<file path="config.mk">
export PLATFORM = sky130hd
export DESIGN_NAME = one_wire_pulse_width_command_tx
export DESIGN_NICKNAME = d
export VERILOG_FILES = /design/src/rtl/owtx_pkg.sv /design/src/rtl/owtx_core.sv /design/src/rtl/owtx_out_buf.sv /design/src/rtl/one_wire_pulse_width_command_tx.sv
export SDC_FILE = /design/constraint.sdc
export NUM_CORES = 1
export LEC_CHECK = 0
export ABC_AREA = 0
export BUFFER_PORTS_ARGS = -buffer_cell sky130_fd_sc_hd__buf_2
export CAP_MARGIN = 30
export CORE_ASPECT_RATIO = 1.25
export CORE_MARGIN = 5
export CORE_UTILIZATION = 40
export CTS_CLUSTER_SIZE = 40
export DETAILED_ROUTE_END_ITERATION = 16
export PLACE_DENSITY = 0.68
export REMOVE_ABC_BUFFERS = 1
export SLEW_MARGIN = 25
export SYNTH_ARGS = -nofsm -noshare
export SYNTH_HDL_FRONTEND = slang
export SYNTH_HIERARCHICAL = 1
export SYNTH_SLANG_ARGS = --single-unit
</file>
<file path="constraint.sdc">
create_clock -name clock -period 3.35 [get_ports clock]
set_clock_uncertainty 0.15 [all_clocks]
set_input_delay 0.8375 -clock clock [delete_from_list [all_inputs] [get_ports clock]]
set_output_delay 0.8375 -clock clock [all_outputs]
set_load 0.01 [all_outputs]
</file>
<file path="src/rtl/owtx_pkg.sv">
// Package for the one-wire pulse-width command transmitter.
// Holds the shared codes, widths, register reset values and the result type.
// No dependencies.
package owtx_pkg;

   // Field and register widths.
   localparam int unsigned OP_W    = 2;
   localparam int unsigned VALUE_W = 8;
   localparam int unsigned TICK_W  = 10;
   localparam int unsigned IDX_W   = 4;
   localparam int unsigned CSR_A_W = 3;

   // Number of bits sent per frame; command bits above the byte go out as zeros.
   localparam int unsigned CMD_BITS = 8;

   // Item kinds carried on the request tuser.
   typedef enum logic [OP_W-1:0] {
      OP_TICK   = 2'd0,
      OP_RAW    = 2'd1,
      OP_VOLUME = 2'd2,
      OP_STOP   = 2'd3
   } op_type;

   // Register indexes of the configuration port.
   typedef enum logic [CSR_A_W-1:0] {
      CSR_POWER_UP  = 3'd0,
      CSR_START_LOW = 3'd1,
      CSR_LONG      = 3'd2,
      CSR_SHORT     = 3'd3,
      CSR_GUARD     = 3'd4
   } csr_idx_type;

   // Register reset values.
   localparam logic [TICK_W-1:0] POWER_UP_RST  = 10'd500;
   localparam logic [TICK_W-1:0] START_LOW_RST = 10'd4;
   localparam logic [TICK_W-1:0] LONG_RST      = 10'd3;
   localparam logic [TICK_W-1:0] SHORT_RST     = 10'd1;
   localparam logic [TICK_W-1:0] GUARD_RST     = 10'd100;

   // Command codes.
   localparam logic [VALUE_W-1:0] CMD_VOLUME_BASE = 8'hE0;
   localparam logic [VALUE_W-1:0] CMD_STOP        = 8'hFE;
   localparam logic [VALUE_W-1:0] VOLUME_MAX      = 8'd7;

   // One result item.
   typedef struct packed {
      logic volume_clamped;
      logic rejected;
      logic accepted;
      logic busy_res;
      logic line_level;
   } result_type;

endpackage

</file>
<file path="src/rtl/owtx_core.sv">
// Frame sequencer of the one-wire command transmitter: configuration
// registers, line state and the per-item state update. Uses owtx_pkg.
module owtx_core (
   input  logic                                clock,
   input  logic                                reset,
   input  logic                                csr_we,
   input  logic [owtx_pkg::CSR_A_W-1:0]        csr_idx,
   input  logic [owtx_pkg::TICK_W-1:0]         csr_wdata,
   input  logic                                step_fire,
   input  logic [owtx_pkg::OP_W-1:0]           step_op,
   input  logic [owtx_pkg::VALUE_W-1:0]        step_value,
   output owtx_pkg::result_type                step_res
);

   typedef enum logic [2:0] {
      PH_POWERUP = 3'd0,
      PH_IDLE    = 3'd1,
      PH_START   = 3'd2,
      PH_BITHI   = 3'd3,
      PH_BITLO   = 3'd4,
      PH_GUARD   = 3'd5
   } phase_type;

   localparam int unsigned TW = owtx_pkg::TICK_W;
   localparam int unsigned IW = owtx_pkg::IDX_W;
   localparam int unsigned VW = owtx_pkg::VALUE_W;

   // Configuration registers.
   logic [TW-1:0] pwr_ff,   pwr_in;
   logic [TW-1:0] start_ff, start_in;
   logic [TW-1:0] long_ff,  long_in;
   logic [TW-1:0] short_ff, short_in;
   logic [TW-1:0] guard_ff, guard_in;

   // Sequencer state.
   phase_type     phase_ff, phase_in;
   logic [TW-1:0] count_ff, count_in;
   logic [VW-1:0] shift_ff, shift_in;
   logic [IW-1:0] bidx_ff,  bidx_in;
   logic          line_ff,  line_in;

   // A pulse length of zero counts as one tick.
   function automatic logic [TW-1:0] at_least_one(input logic [TW-1:0] v);
      at_least_one = (v == '0) ? TW'(1) : v;
   endfunction

   // Bit of the command at a given index; bits past the byte read as zero.
   function automatic logic bit_at(input logic [VW-1:0] s, input logic [IW-1:0] i);
      bit_at = (i < IW'(VW)) ? s[i[2:0]] : 1'b0;
   endfunction

   // Next state and result for a configuration write or one item.
   always_comb begin
      logic [TW-1:0]   dec;
      logic [IW:0]     nxt_idx;
      logic            cur_bit;
      logic [VW-1:0]   vol;
      logic [VW-1:0]   cmd;
      logic            clamp;
      logic            acc;
      logic            rej;

      pwr_in   = pwr_ff;
      start_in = start_ff;
      long_in  = long_ff;
      short_in = short_ff;
      guard_in = guard_ff;
      phase_in = phase_ff;
      count_in = count_ff;
      shift_in = shift_ff;
      bidx_in  = bidx_ff;
      line_in  = line_ff;
      dec      = (count_ff != '0) ? count_ff - TW'(1) : '0;
      nxt_idx  = {1'b0, bidx_ff} + (IW+1)'(1);
      cur_bit  = 1'b0;
      vol      = step_value;
      cmd      = step_value;
      clamp    = 1'b0;
      acc      = 1'b0;
      rej      = 1'b0;

      if (csr_we) begin
         unique case (csr_idx)
            owtx_pkg::CSR_POWER_UP: begin
               pwr_in = csr_wdata;
               if (phase_ff == PH_POWERUP) begin
                  count_in = csr_wdata;
                  // A zero wait ends the power-up phase at once.
                  if (csr_wdata == '0) begin
                     phase_in = PH_IDLE;
                     line_in  = 1'b1;
                  end
               end
            end
            owtx_pkg::CSR_START_LOW: start_in = csr_wdata;
            owtx_pkg::CSR_LONG:      long_in  = csr_wdata;
            owtx_pkg::CSR_SHORT:     short_in = csr_wdata;
            owtx_pkg::CSR_GUARD:     guard_in = csr_wdata;
            default: ;
         endcase
      end else if (step_fire) begin
         if (step_op == owtx_pkg::OP_TICK) begin
            // A tick counts down; at zero the frame moves to its next part.
            if (phase_ff != PH_IDLE) begin
               count_in = dec;
               if (dec == '0) begin
                  unique case (phase_ff)
                     PH_START: begin
                        bidx_in  = '0;
                        cur_bit  = shift_ff[0];
                        phase_in = PH_BITHI;
                        line_in  = 1'b1;
                        count_in = at_least_one(cur_bit ? long_ff : short_ff);
                     end
                     PH_BITHI: begin
                        cur_bit  = bit_at(shift_ff, bidx_ff);
                        phase_in = PH_BITLO;
                        line_in  = 1'b0;
                        count_in = at_least_one(cur_bit ? short_ff : long_ff);
                     end
                     PH_BITLO: begin
                        if (nxt_idx >= (IW+1)'(owtx_pkg::CMD_BITS)) begin
                           line_in  = 1'b1;
                           count_in = guard_ff;
                           phase_in = (guard_ff == '0) ? PH_IDLE : PH_GUARD;
                        end else begin
                           bidx_in  = nxt_idx[IW-1:0];
                           cur_bit  = bit_at(shift_ff, nxt_idx[IW-1:0]);
                           phase_in = PH_BITHI;
                           line_in  = 1'b1;
                           count_in = at_least_one(cur_bit ? long_ff : short_ff);
                        end
                     end
                     default: begin
                        phase_in = PH_IDLE;
                        line_in  = 1'b1;
                        count_in = '0;
                     end
                  endcase
               end
            end
         end else begin
            // Build the command byte for a request.
            if (step_value > owtx_pkg::VOLUME_MAX) begin
               vol   = owtx_pkg::VOLUME_MAX;
               clamp = (step_op == owtx_pkg::OP_VOLUME);
            end
            case (step_op)
               owtx_pkg::OP_VOLUME: cmd = owtx_pkg::CMD_VOLUME_BASE + vol;
               owtx_pkg::OP_STOP:   cmd = owtx_pkg::CMD_STOP;
               default:             cmd = step_value;
            endcase
            if (phase_ff != PH_IDLE) begin
               rej = 1'b1;
            end else begin
               acc      = 1'b1;
               shift_in = cmd;
               bidx_in  = '0;
               phase_in = PH_START;
               line_in  = 1'b0;
               count_in = at_least_one(start_ff);
            end
         end
      end

      step_res.line_level     = line_in;
      step_res.busy_res       = (phase_in != PH_IDLE);
      step_res.accepted       = acc;
      step_res.rejected       = rej;
      step_res.volume_clamped = clamp;
   end

   // State and configuration registers.
   always_ff @(posedge clock) begin
      if (reset) begin
         pwr_ff   <= owtx_pkg::POWER_UP_RST;
         start_ff <= owtx_pkg::START_LOW_RST;
         long_ff  <= owtx_pkg::LONG_RST;
         short_ff <= owtx_pkg::SHORT_RST;
         guard_ff <= owtx_pkg::GUARD_RST;
         phase_ff <= PH_POWERUP;
         count_ff <= owtx_pkg::POWER_UP_RST;
         shift_ff <= '0;
         bidx_ff  <= '0;
         line_ff  <= 1'b1;
      end else begin
         pwr_ff   <= pwr_in;
         start_ff <= start_in;
         long_ff  <= long_in;
         short_ff <= short_in;
         guard_ff <= guard_in;
         phase_ff <= phase_in;
         count_ff <= count_in;
         shift_ff <= shift_in;
         bidx_ff  <= bidx_in;
         line_ff  <= line_in;
      end
   end

   // A request is either taken or dropped, never both.
   a_acc_rej_excl : assert property (@(posedge clock) disable iff (reset)
      step_fire |-> !(step_res.accepted && step_res.rejected))
      else $error("request both accepted and rejected");

   // A taken request starts a frame with the line pulled low.
   a_start_low : assert property (@(posedge clock) disable iff (reset)
      (step_fire && !csr_we && step_res.accepted) |=> (!line_ff && phase_ff == PH_START))
      else $error("accepted request did not start a low start pulse");

   // A tick while idle leaves the sequencer idle with the line high.
   a_idle_tick : assert property (@(posedge clock) disable iff (reset)
      (step_fire && !csr_we && step_op == owtx_pkg::OP_TICK && phase_ff == PH_IDLE)
      |=> (phase_ff == PH_IDLE && line_ff))
      else $error("tick while idle changed the sequencer");

   // The line is low only during the start pulse and the low part of a bit.
   a_line_low : assert property (@(posedge clock) disable iff (reset)
      !line_ff |-> (phase_ff == PH_START || phase_ff == PH_BITLO))
      else $error("line low outside start pulse or bit low part");

endmodule

</file>
<file path="src/rtl/owtx_out_buf.sv">
// Two-entry result buffer of the one-wire command transmitter: an output
// register with a skid stage. Uses owtx_pkg.
module owtx_out_buf (
   input  logic                 clock,
   input  logic                 reset,
   input  logic                 in_valid,
   output logic                 in_ready,
   input  owtx_pkg::result_type in_data,
   output logic                 out_valid,
   input  logic                 out_ready,
   output owtx_pkg::result_type out_data
);

   logic                 main_valid_ff, main_valid_in;
   logic                 skid_valid_ff, skid_valid_in;
   owtx_pkg::result_type main_data_ff,  main_data_in;
   owtx_pkg::result_type skid_data_ff,  skid_data_in;
   logic                 push;
   logic                 pop;

   assign in_ready  = !skid_valid_ff;
   assign push      = in_valid && in_ready;
   assign pop       = main_valid_ff && out_ready;
   assign out_valid = main_valid_ff;
   assign out_data  = main_data_ff;

   // Fill the output register first, the skid stage only when it is held.
   always_comb begin
      main_valid_in = main_valid_ff;
      skid_valid_in = skid_valid_ff;
      main_data_in  = main_data_ff;
      skid_data_in  = skid_data_ff;
      if (skid_valid_ff) begin
         if (pop) begin
            main_data_in  = skid_data_ff;
            skid_valid_in = 1'b0;
         end
      end else if (push) begin
         if (!main_valid_ff || pop) begin
            main_valid_in = 1'b1;
            main_data_in  = in_data;
         end else begin
            skid_valid_in = 1'b1;
            skid_data_in  = in_data;
         end
      end else if (pop) begin
         main_valid_in = 1'b0;
      end
   end

   always_ff @(posedge clock) begin
      if (reset) begin
         main_valid_ff <= 1'b0;
         skid_valid_ff <= 1'b0;
      end else begin
         main_valid_ff <= main_valid_in;
         skid_valid_ff <= skid_valid_in;
      end
      main_data_ff <= main_data_in;
      skid_data_ff <= skid_data_in;
   end

   // The skid stage holds a result only behind a held output register.
   a_skid_order : assert property (@(posedge clock) disable iff (reset)
      skid_valid_ff |-> main_valid_ff)
      else $error("skid stage full while output register empty");

   // A held result leaves the skid stage as soon as the output moves.
   a_skid_drain : assert property (@(posedge clock) disable iff (reset)
      (skid_valid_ff && out_ready) |=> (main_valid_ff && !skid_valid_ff))
      else $error("skid stage did not drain on an output transfer");

   // Results never vanish while the output is stalled.
   a_hold : assert property (@(posedge clock) disable iff (reset)
      (main_valid_ff && !out_ready) |=> main_valid_ff)
      else $error("result dropped while stalled");

endmodule

</file>
<file path="src/rtl/one_wire_pulse_width_command_tx.sv">
// One-wire pulse-width command transmitter for a voice playback chip.
// Top level: input register, frame sequencer and result buffer. Uses owtx_pkg,
// owtx_core and owtx_out_buf.
//
// Each request item gives one result item. Time moves only with tick items
// (req_tuser = 0): after reset the block is busy for power_up_ticks ticks, an
// accepted request drives the line low for the start pulse, sends eight bits
// LSB first as high/low pulse pairs (long/short for a one, short/long for a
// zero) and then holds the line high for guard_ticks ticks. A request made
// while busy is dropped and flagged as rejected. The block takes one item per
// clock cycle while the result side keeps up; a cycle with a register write
// holds the items for that cycle. An item waits in the input register, where
// the sequencer's state update runs, and its result then waits in the output
// register until it is transferred. A two-entry output buffer lets items keep
// flowing while a result waits. Configuration writes take effect in the next
// cycle.
module one_wire_pulse_width_command_tx (
   input  logic                                clock,
   input  logic                                reset,
   // Request channel.
   input  logic                                req_tvalid,
   output logic                                req_tready,
   input  logic [7:0]                          req_tdata,  // [7:0] value
   input  logic [owtx_pkg::OP_W-1:0]           req_tuser,  // [1:0] op
   // Result channel.
   output logic                                rsp_tvalid,
   input  logic                                rsp_tready,
   // [0] line_level, [1] busy_res, [2] accepted, [3] rejected,
   // [4] volume_clamped, [7:5] zero
   output logic [7:0]                          rsp_tdata,
   // Configuration port.
   input  logic                                csr_we,
   input  logic [owtx_pkg::CSR_A_W-1:0]        csr_idx,
   input  logic [owtx_pkg::TICK_W-1:0]         csr_wdata
);

   logic                                in_valid_ff;
   logic [owtx_pkg::OP_W-1:0]           in_op_ff;
   logic [owtx_pkg::VALUE_W-1:0]        in_value_ff;
   logic                                buf_ready;
   logic                                step_fire;
   owtx_pkg::result_type                step_res;
   owtx_pkg::result_type                rsp_res;

   // An item moves on when the buffer has room and no register write is under way.
   assign step_fire  = in_valid_ff && buf_ready && !csr_we;
   assign req_tready = !in_valid_ff || step_fire;

   // Input register.
   always_ff @(posedge clock) begin
      if (reset) begin
         in_valid_ff <= 1'b0;
      end else if (req_tready) begin
         in_valid_ff <= req_tvalid;
      end
      if (req_tready && req_tvalid) begin
         in_op_ff    <= req_tuser;
         in_value_ff <= req_tdata;
      end
   end

   owtx_core u_core (
      .clock      (clock),
      .reset      (reset),
      .csr_we     (csr_we),
      .csr_idx    (csr_idx),
      .csr_wdata  (csr_wdata),
      .step_fire  (step_fire),
      .step_op    (in_op_ff),
      .step_value (in_value_ff),
      .step_res   (step_res)
   );

   owtx_out_buf u_out_buf (
      .clock     (clock),
      .reset     (reset),
      .in_valid  (step_fire),
      .in_ready  (buf_ready),
      .in_data   (step_res),
      .out_valid (rsp_tvalid),
      .out_ready (rsp_tready),
      .out_data  (rsp_res)
   );

   // Pack the result fields, lowest first.
   assign rsp_tdata = {3'b000, rsp_res.volume_clamped, rsp_res.rejected,
                       rsp_res.accepted, rsp_res.busy_res, rsp_res.line_level};

endmodule
</file>
# == Word-level counts from Yosys, hierarchy flattened ==
# Cells that the tools add are included.
# W data, S select, Z words.
# op_classes
order_cmp,6
mux,80
addsub,3
bitwise_logic,5
reduce_logical,36
n_eq_ne,22
# op_table
cell,n
$mux W10,17
$logic_not A10 Y1,7
$mux W1,33
$mux W3,11
$mux W8,4
$pmux W10 S3,1
$mux W4,5
$mux W5,4
$pmux W8 S2,1
$eq A3 B2 Y1 const B,4
$reduce_bool A10 Y1,1
$sub A10 B1 Y10 const B,1
$ne A3 B3 Y1 const B,3
$pmux W3 S3,1
$reduce_and A3 Y1,3
$add A8 B8 Y8 const A,1
$gt A8 B3 Y1 const B,1
$lt A3 B4 Y1 const B,2
$lt A4 B4 Y1 const B,2
$ne A2 B2 Y1 const B,4
$pmux W4 S2,1
$reduce_and A2 Y1,4
$reduce_bool A2 Y1,4
$reduce_and A7 Y1,1
other kinds (17),36
# totals
in_bits,28
reg_bits,89
output_inout_bits,10
elab_cells,176

# == Logic depth before layout (Yosys ltp) ==
# Gate-level depths: netlist of run 1.
# logic_depth
ltp_word,14
ltp_mapped,11
ltp_nobuf,9

# == Modules after synthesis ==
# Netlist of run 1, hierarchy kept.
# by_module_without_submodules
module,seq_area_each_um2,instances,area_each_um2,cells_each
owtx_core,1321.3,1,4270.3,573
owtx_out_buf,340.3,1,510.5,29
one_wire_pulse_width_command_tx,320.3,1,397.9,23

# == Least setup slack after synthesis of run 1 ==
# No wires, ideal clock.
# synth_timing
kind,input to register
start,input csr_we
end,register u_core.count_ff[2]
required_ps,3078
path_buffers,0
setup_ps,122
t_arrival_ps,2723
setup_slack_ps,355
cell_stages,8
path_cell_list,nand2b_4 > nor2_1 > nor2b_1 > nand3_1 > nand3_1 > o21ai_0 > or4b_1 > o32a_1
# synth_via
elab_chain_cells,4
word_cells_on_any_way,9
cone_classes,eq/ne (4); mux (1); reduce/logical (4)
# synth_lines
item,line,text
start: declaration,one_wire_pulse_width_command_tx.sv:32,"input logic csr_we,"
$logic_not A1 Y1,one_wire_pulse_width_command_tx.sv:46,assign step_fire = in_valid_ff && buf_ready && !csr_we;
$logic_and A1 B1 Y1,one_wire_pulse_width_command_tx.sv:46,
named net step_fire,one_wire_pulse_width_command_tx.sv:41,logic step_fire;
$reduce_bool A2 Y1 (no line),--,
$reduce_and A5 Y1 (no line),--,
end signal: assignment,owtx_core.sv:182,count_ff <= owtx_pkg::POWER_UP_RST;
end signal: assignment,owtx_core.sv:193,count_ff <= count_in;
end: declaration,owtx_core.sv:37,"logic [TW-1:0] count_ff, count_in;"
# The timed path passes the listed nets, and every way through them passes these cells.
# A chain may end at the register's enable or synchronous reset.

==> results.json, run 1 <==
{
  "drv_slew": 0,
  "grt_usage_pct": 21.8,
  "internal_power_mw": 1.76,
  "clkTransAtPathRegs_ns": 0.07,
  "final-hold-violation-count": 0,
  "stdcell_area_mm2": 0.00590,
  "setup_viol": 0,
  "portBuffers": 34,
  "grt_pass1_vias": 4970,
  "max_freq_ghz": 0.337,
  "wl_mm": 16.7,
  "holdCritStartpoint": "u_core/start_ff[0]$_SDFFE_PP0P_",
  "globalplace.congestion": 0.964,
  "place_inst": 818,
  "drive_gt1_share_pct": 17.7,
  "r2r_start": "u_core/count_ff[4]$_SDFFE_PP1P_",
  "grt_max_degree": 42,
  "multi_input_comb_area_mm2": 0.00298,
  "regToRegEndpoint": "u_out_buf/out_data[1]$_DFFE_PP_",
  "start_util_pct": 40.7,
  "fillCellCount": 1234,
  "antenna_found_initial": 1,
  "p_total_mw": 2.38,
  "synth_most_common_cell": "nand2_1",
  "ctsHoldBuffers": 0,
  "fin_tns_setup_ns": 0,
  "cellLeakagePower_nw": 2.09,
  "p_per_area_mw_per_mm2": 403,
  "synthTopCellsByArea": "dfxtp_1 27%, edfxtp_1 12%, nand2_1 8.6%",
  "cts-root-buf": "clkbuf_16",
  "seqPwrFrac_pct": 49.0,
  "hold_ws_ns": 0.316,
  "nNetsFinal": 693,
  "die_w_um": 112,
  "tightest_slew_ns": 0.796,
  "post_cts_buffers": 0,
  "synth_top_area_share_pct": 26.7,
  "ant_nets": 0,
  "synth_edf_count": 20,
  "coreArea_mm2": 0.0127,
  "fin_crit_ns": 2.97,
  "yosys_warnings": 6,
  "die_area_mm2": 0.0153,
  "crit_path_end_kind": "flip-flop",
  "drc": 0,
  "hold_depth": 2,
  "drt_iter0_drc": 593,
  "ys_async_sr_fraction_pct": 0,
  "r2r_cells": 7,
  "combPwrFrac_pct": 9.0,
  "cp_max_fo": 8,
  "reg2reg_setup_slack_ns": 0.38,
  "rsz0062_at_grt": "no",
  "crit_arrival_ns": 2.92,
  "swShare_pct": 26.1,
  "synth_common_cells": "118 x nand2_1, 69 x dfxtp_1, 54 x a21oi_1",
  "syn_area_mm2": 0.00518,
  "peakVddDrop_mv": 0.288,
  "ys_seq_elements": 89,
  "synth_top_cell_by_area": "dfxtp_1",
  "final_core_util_pct": 46.4,
  "hold_path_end": "u_core/start_ff[0]$_SDFFE_PP0P_",
  "switching_power_mw": 0.619,
  "clock_tree.buffer_depth": 2,
  "num_io_pins": 38,
  "hpwl_mm": 12.4,
  "grt_pass1_wl_mm": 26.3,
  "p_clk_share_pct": 42.1,
  "post-place-ws_ns": 0.196,
  "rows": 46,
  "synth_ff_type": "dfxtp_1",
  "cts_tree": "built",
  "max_slew_margin_pct": 46.7,
  "avgSynthCellArea_um2": 8.29,
  "min_path_type": "reg2reg",
  "cts_buffers": 9,
  "clock-sinks": 89,
  "cts_resized": 0,
  "status": "finished, final reports clean",
  "synth_cells": 625,
  "yosysSeqAreaShare_pct": 38.3,
  "regArea_mm2": 0.00198,
  "drv_cap": 0,
  "worstPathRequired_ns": 3.30,
  "overflow": 0,
  "dieHeight_um": 137,
  "first_pass_iters": 5,
  "htreeDepth": 3,
  "placed_area_mm2": 0.00561,
  "worstSkewPairLatency_ns": 0.35,
  "routed_via_density": 6.11,
  "yosysUniqueCellTypes": 75,
  "start_kind": "flip-flop",
  "wl_per_cell_um": 20.1,
  "path_class": "reg2reg",
  "area_growth_pct": 13.9,
  "finalCritPeriodShare_pct": 88.6,
  "fin_ws_ns": 0.381,
  "vias": 5100,
  "stdcell_count": 835
}
[flip-flops by register name (all words and copies together), names as in the netlist, 2 cells and up]
name	flops
in_op_ff	2
in_value_ff	8
u_core/bidx_ff	4
u_core/count_ff	10
u_core/guard_ff	10
u_core/long_ff	10
u_core/phase_ff	3
u_core/shift_ff	8
u_core/short_ff	10
u_core/start_ff	10
u_out_buf/out_data	5
u_out_buf/skid_data_ff	5
[cells by family (layout without fill, tap and decap cells)]
family | count (synthesis) | in the layout | share of synthesized area [%]
other | 2 | 6 | 0.145
AND/OR/NAND/NOR | 269 | 269 | 25.3
adder cells (fa/ha/maj) | 6 | 6 | 1.35
buffers and inverters | 56 | 94 | 4.64
AO/OA/AOI/OAI | 160 | 160 | 20.7
multiplexers | 42 | 42 | 9.47
flip-flops | 89 | 89 | 38.3
XOR/XNOR | 1 | 1 | 0.169
[cells in the final DEF (no fill, tap or decap), types with 3 or more instances in the layout]
| master | synthesis | layout |
|---|---|---|
| mux4_2 | 3 | 3 |
| conb_1 | 2 | 5 |
| and3_1 | 10 | 10 |
| clkbuf_16 | 0 | 10 |
| mux2_2 | 10 | 10 |
| o211ai_1 | 4 | 4 |
| buf_4 | 4 | 28 |
| or3_1 | 3 | 3 |
| ha_1 | 4 | 4 |
| a21o_1 | 3 | 3 |
| or2_2 | 3 | 3 |
| o31ai_1 | 4 | 4 |
| a21oi_1 | 54 | 54 |
| a211oi_1 | 10 | 10 |
| nand3_1 | 23 | 23 |
| nor2_1 | 42 | 42 |
| o221ai_1 | 4 | 4 |
| and2_1 | 5 | 5 |
| edfxtp_1 | 20 | 20 |
| buf_2 | 6 | 34 |
| nor4_1 | 10 | 10 |
| or3b_2 | 4 | 4 |
| mux2_4 | 4 | 4 |
| o221a_2 | 6 | 6 |
| mux2i_1 | 25 | 25 |
| o2111ai_1 | 4 | 4 |
| nor3_1 | 17 | 17 |
| nor2b_1 | 6 | 6 |
| a31oi_1 | 10 | 10 |
| o22ai_1 | 3 | 3 |
| a2111oi_0 | 4 | 4 |
| dfxtp_1 | 69 | 69 |
| or4_1 | 3 | 3 |
| o21ai_0 | 25 | 25 |
| nor3b_1 | 3 | 3 |
| nand2_1 | 118 | 118 |
| a221oi_1 | 3 | 3 |
| nand4_1 | 7 | 7 |
| inv_1 | 16 | 16 |
[worst max-delay path, stage by stage (launching register included)]
cell and delay [ns]:
dfxtp_1 0.38, or4_4 0.60, nor3_4 0.31, nand3_1 0.17
a2111oi_0 0.45, o32ai_1 0.16, nand3b_1 0.22, mux2_4 0.28
[power by group through the flow]
stage | sequential [mW] | combinational, mW | clock (mW)
detailed placement | 1.19 | 0.207 | 0
global route | 1.17 | 0.229 | 1.06
finish | 1.16 | 0.213 | 0.999
floorplan | 1.18 | 0.107 | 0
global placement | 1.18 | 0.204 | 0
CTS | 1.16 | 0.208 | 1.01
[area by class of cell]
type / count / area share [%]
multi-input combinational: 483 / 50.4
antenna: 1 / 0.0424
clock inverter: 5 / 0.615
sequential: 89 / 33.6
inverter: 16 / 1.02
tap: 168 / 3.56
clock buffer: 11 / 4.30
timing repair buffer: 62 / 6.45
[metal layers]
layer | vias up | global-route usage (%) | part of all wire [%]
li1 | 2366 | - | -
met1 | 2423 | 26.2 | 39
met2 | 255 | 38.0 | 49
met3 | 56 | 2.94 | 6.8
met4 | 0 | 11.6 | 4.7
met5 | - | 0 | 0
[worst max-delay path by stage]
stage | startpoint | end | cells past startpoint
floorplan | csr_we | u_core/count_ff[2]$_SDFFE_PP1P_ | 8
global placement | csr_wdata[7] | u_out_buf/out_data[1]$_DFFE_PP_ | 7
detailed placement | csr_we | u_core/count_ff[3]$_SDFFE_PP0P_ | 10
CTS | u_core/count_ff[4]$_SDFFE_PP1P_ | u_out_buf/out_data[1]$_DFFE_PP_ | 7
global route | u_core/count_ff[4]$_SDFFE_PP1P_ | u_out_buf/out_data[1]$_DFFE_PP_ | 7
finish | u_core/count_ff[4]$_SDFFE_PP1P_ | u_out_buf/out_data[1]$_DFFE_PP_ | 7
Note: power is estimated with default switching activity, not from simulation.
==> inputs of run 2 (changes only) <==
- ABC_AREA: 0 -> 1
==> run 2 against run 1 <==
  * Utilization fell by 0.31 points
  * Highest routed layer unchanged
  * Sequential share of layout area rose by 0.23 points
  * Critical path type unchanged
  * Non-clock buffer count fell by 13
  * Synthesized cell count rose by 18%
==> results.json, run 2 <==
{
  "internal_power_mw": 1.87,
  "num_io_pins": 38,
  "grt_usage_pct": 18.2,
  "stdcell_area_mm2": 0.00586,
  "swShare_pct": 24.1,
  "drive_gt1_share_pct": 13.2,
  "synth_ff_type": "dfxtp_1",
  "crit_path_end_kind": "flip-flop",
  "vias": 4942,
  "multi_input_comb_area_mm2": 0.00270,
  "overflow": 0,
  "syn_area_mm2": 0.00521,
  "top_usage_layer": "met2",
  "placed_area_mm2": 0.00555,
  "layout_commonest_cell": "nand2_1",
  "reg2reg_setup_slack_ns": 0.42,
  "holdCritStartpoint": "u_core/shift_ff[6]$_SDFFE_PP0P_",
  "p_clk_share_pct": 43.1,
  "met2_usage_pct": 31.2,
  "coreArea_mm2": 0.0127,
  "peakVddDrop_mv": 0.202,
  "ys_async_sr_fraction_pct": 0,
  "drt_iter0_drc": 429,
  "synthTopCellsByArea": "dfxtp_1 27%, nand2_1 13%, edfxtp_1 12%",
  "yosysSeqAreaShare_pct": 38.0,
  "synth_cells": 735,
  "r2r_start": "u_core/count_ff[0]$_SDFFE_PP0P_",
  "area_growth_pct": 12.4,
  "regArea_mm2": 0.00198,
  "drv_slew": 0,
  "rows": 46,
  "portBuffers": 34,
  "drv_cap": 0,
  "globalplace.congestion": 0.956,
  "htreeDepth": 3,
  "r2r_cells": 14,
  "post_cts_buffers": 0,
  "synth_top_cell_by_area": "dfxtp_1",
  "fillCellCount": 1275,
  "die_area_mm2": 0.0154,
  "diodes": 0,
  "yosys_warnings": 6,
  "regToRegEndpoint": "u_out_buf/out_data[0]$_DFFE_PP_",
  "clock_tree.buffer_depth": 2,
  "dieHeight_um": 138,
  "cts-root-buf": "clkbuf_16",
  "worstPathRequired_ns": 3.30,
  "first_pass_iters": 5,
  "yosysUniqueCellTypes": 55,
  "synth_top_area_share_pct": 26.5,
  "clkTransAtPathRegs_ns": 0.06,
  "fin_crit_ns": 2.93,
  "crit_arrival_ns": 2.88,
  "met3_usage_pct": 2.64,
  "fin_ws_ns": 0.420,
  "clock-sinks": 89,
  "tightest_slew_ns": 0.630,
  "combPwrFrac_pct": 9.7,
  "start_util_pct": 41.0,
  "final-hold-violation-count": 0,
  "post-place-ws_ns": 0.440,
  "hpwl_mm": 10.4,
  "grt_max_degree": 52,
  "cp_max_fo": 14,
  "synth_common_cells": "181 x nand2_1, 90 x inv_1, 69 x dfxtp_1, 69 x o21ai_0, 61 x a21oi_1",
  "min_path_type": "reg2reg",
  "ctsHoldBuffers": 0,
  "hold_depth": 2,
  "setup_viol": 0,
  "grt_pass1_wl_mm": 22.9,
  "fin_tns_setup_ns": 0,
  "met1_usage_pct": 22.7,
  "switching_power_mw": 0.592,
  "start_kind": "flip-flop",
  "rsz0062_at_grt": "no",
  "cellLeakagePower_nw": 2.56,
  "nNetsFinal": 800,
  "cts_tree": "built",
  "status": "finished, final reports clean",
  "wl_mm": 13.9,
  "cts_resized": 0,
  "finalCritPeriodShare_pct": 87.5,
  "hold_ws_ns": 0.330,
  "path_class": "reg2reg",
  "synth_edf_count": 20,
  "hold_path_end": "u_core/shift_ff[6]$_SDFFE_PP0P_",
  "max_slew_margin_pct": 57.7,
  "p_total_mw": 2.46,
  "max_freq_ghz": 0.341,
  "wl_per_cell_um": 14.7,
  "drc": 0,
  "stdcell_count": 941,
  "avgSynthCellArea_um2": 7.09,
  "synth_most_common_cell": "nand2_1",
  "ys_seq_elements": 89,
  "ant_nets": 0,
  "die_w_um": 112,
  "seqPwrFrac_pct": 47.2,
  "final_core_util_pct": 46.1,
  "antenna_found_initial": 0,
  "cts_buffers": 9,
  "worstSkewPairLatency_ns": 0.34,
  "place_inst": 925,
  "grt_pass1_vias": 4669,
  "p_per_area_mw_per_mm2": 419,
  "routed_via_density": 5.25,
  "final_cell_mix": "181 x nand2_1, 90 x inv_1, 69 x dfxtp_1, 69 x o21ai_0, 61 x a21oi_1"
}
==> run 2: changes by cell type after synthesis, sizes merged, moves of 10 or more <==
| cell | previous run | this run |
|---|---|---|
| and3 | 10 | 0 |
| clkbuf | 27 | 17 |
| a21oi | 54 | 64 |
| nand3 | 24 | 43 |
| mux2 | 14 | 0 |
| nand2 | 118 | 185 |
| mux2i | 25 | 0 |
| o21ai | 26 | 79 |
| inv | 16 | 97 |
==> run 2: power groups by stage <==
| stage | Combinational, mW | Sequential [mW] | Clock [mW] |
|---|---|---|---|
| after floorplan | 0.145 | 1.18 | 0 |
| after global placement | 0.234 | 1.18 | 0 |
| after detailed placement | 0.235 | 1.18 | 0 |
| after CTS | 0.237 | 1.16 | 1.08 |
| after global routing | 0.270 | 1.16 | 1.12 |
| final | 0.239 | 1.16 | 1.06 |
==> run 2: worst max-delay path: stages, from the launching register on <==
cell and delay (ns):
dfxtp_1 0.32, inv_1 0.14, ha_1 0.20, nand2_1 0.14, nor3_4 0.24, nand3_4 0.16, nand2_1 0.14, nor3b_2 0.21
nand3_2 0.26, inv_1 0.21, nand2_1 0.09, a31oi_1 0.25, inv_1 0.08, nand2_1 0.07, nand2_1 0.04
==> run 2: worst max path at each step <==
stage	startpoint	endpoint	slack [ns]
floorplan	csr_we	u_core/count_ff[0]$_SDFFE_PP0P_	0.79
global route	u_core/count_ff[0]$_SDFFE_PP0P_	u_out_buf/out_data[1]$_DFFE_PP_	0.08
global placement	u_core/count_ff[0]$_SDFFE_PP0P_	u_out_buf/out_data[0]$_DFFE_PP_	0.43
detailed placement	u_core/count_ff[0]$_SDFFE_PP0P_	u_out_buf/out_data[0]$_DFFE_PP_	0.44
CTS	u_core/count_ff[0]$_SDFFE_PP0P_	u_out_buf/out_data[0]$_DFFE_PP_	0.43
finish	u_core/count_ff[0]$_SDFFE_PP0P_	u_out_buf/out_data[0]$_DFFE_PP_	0.42
==> run 2: area by class of cell <==
type | count | share of cell area (%)
Timing Repair Buffer | 49 | 4.82
Clock inverter | 4 | 1.20
Tap cell | 168 | 3.59
Inverter | 98 | 6.40
Clock buffer | 12 | 4.04
Multi-Input combinational cell | 521 | 46.1
Sequential cell | 89 | 33.8
==> run 2: metal layers <==
layer	part of all wire, %	routed length, um
met5	0	0
met4	3.6	505
met3	4.9	677
met2	49	6760
met1	43	5920
==> run 2: cells by family (layout without fill, tap and decap cells) <==
kind of cell / Yosys count / count (layout) / share of synthesized area (%)
AND/OR/NAND/NOR: 321 / 321 / 29.0
AO/OA/AOI/OAI: 181 / 181 / 19.5
buffers and inverters: 128 / 163 / 10.3
flip-flops: 89 / 89 / 38.0
XOR/XNOR: 10 / 10 / 2.04
adder cells (fa/ha/maj): 4 / 4 / 0.960
other: 2 / 5 / 0.144
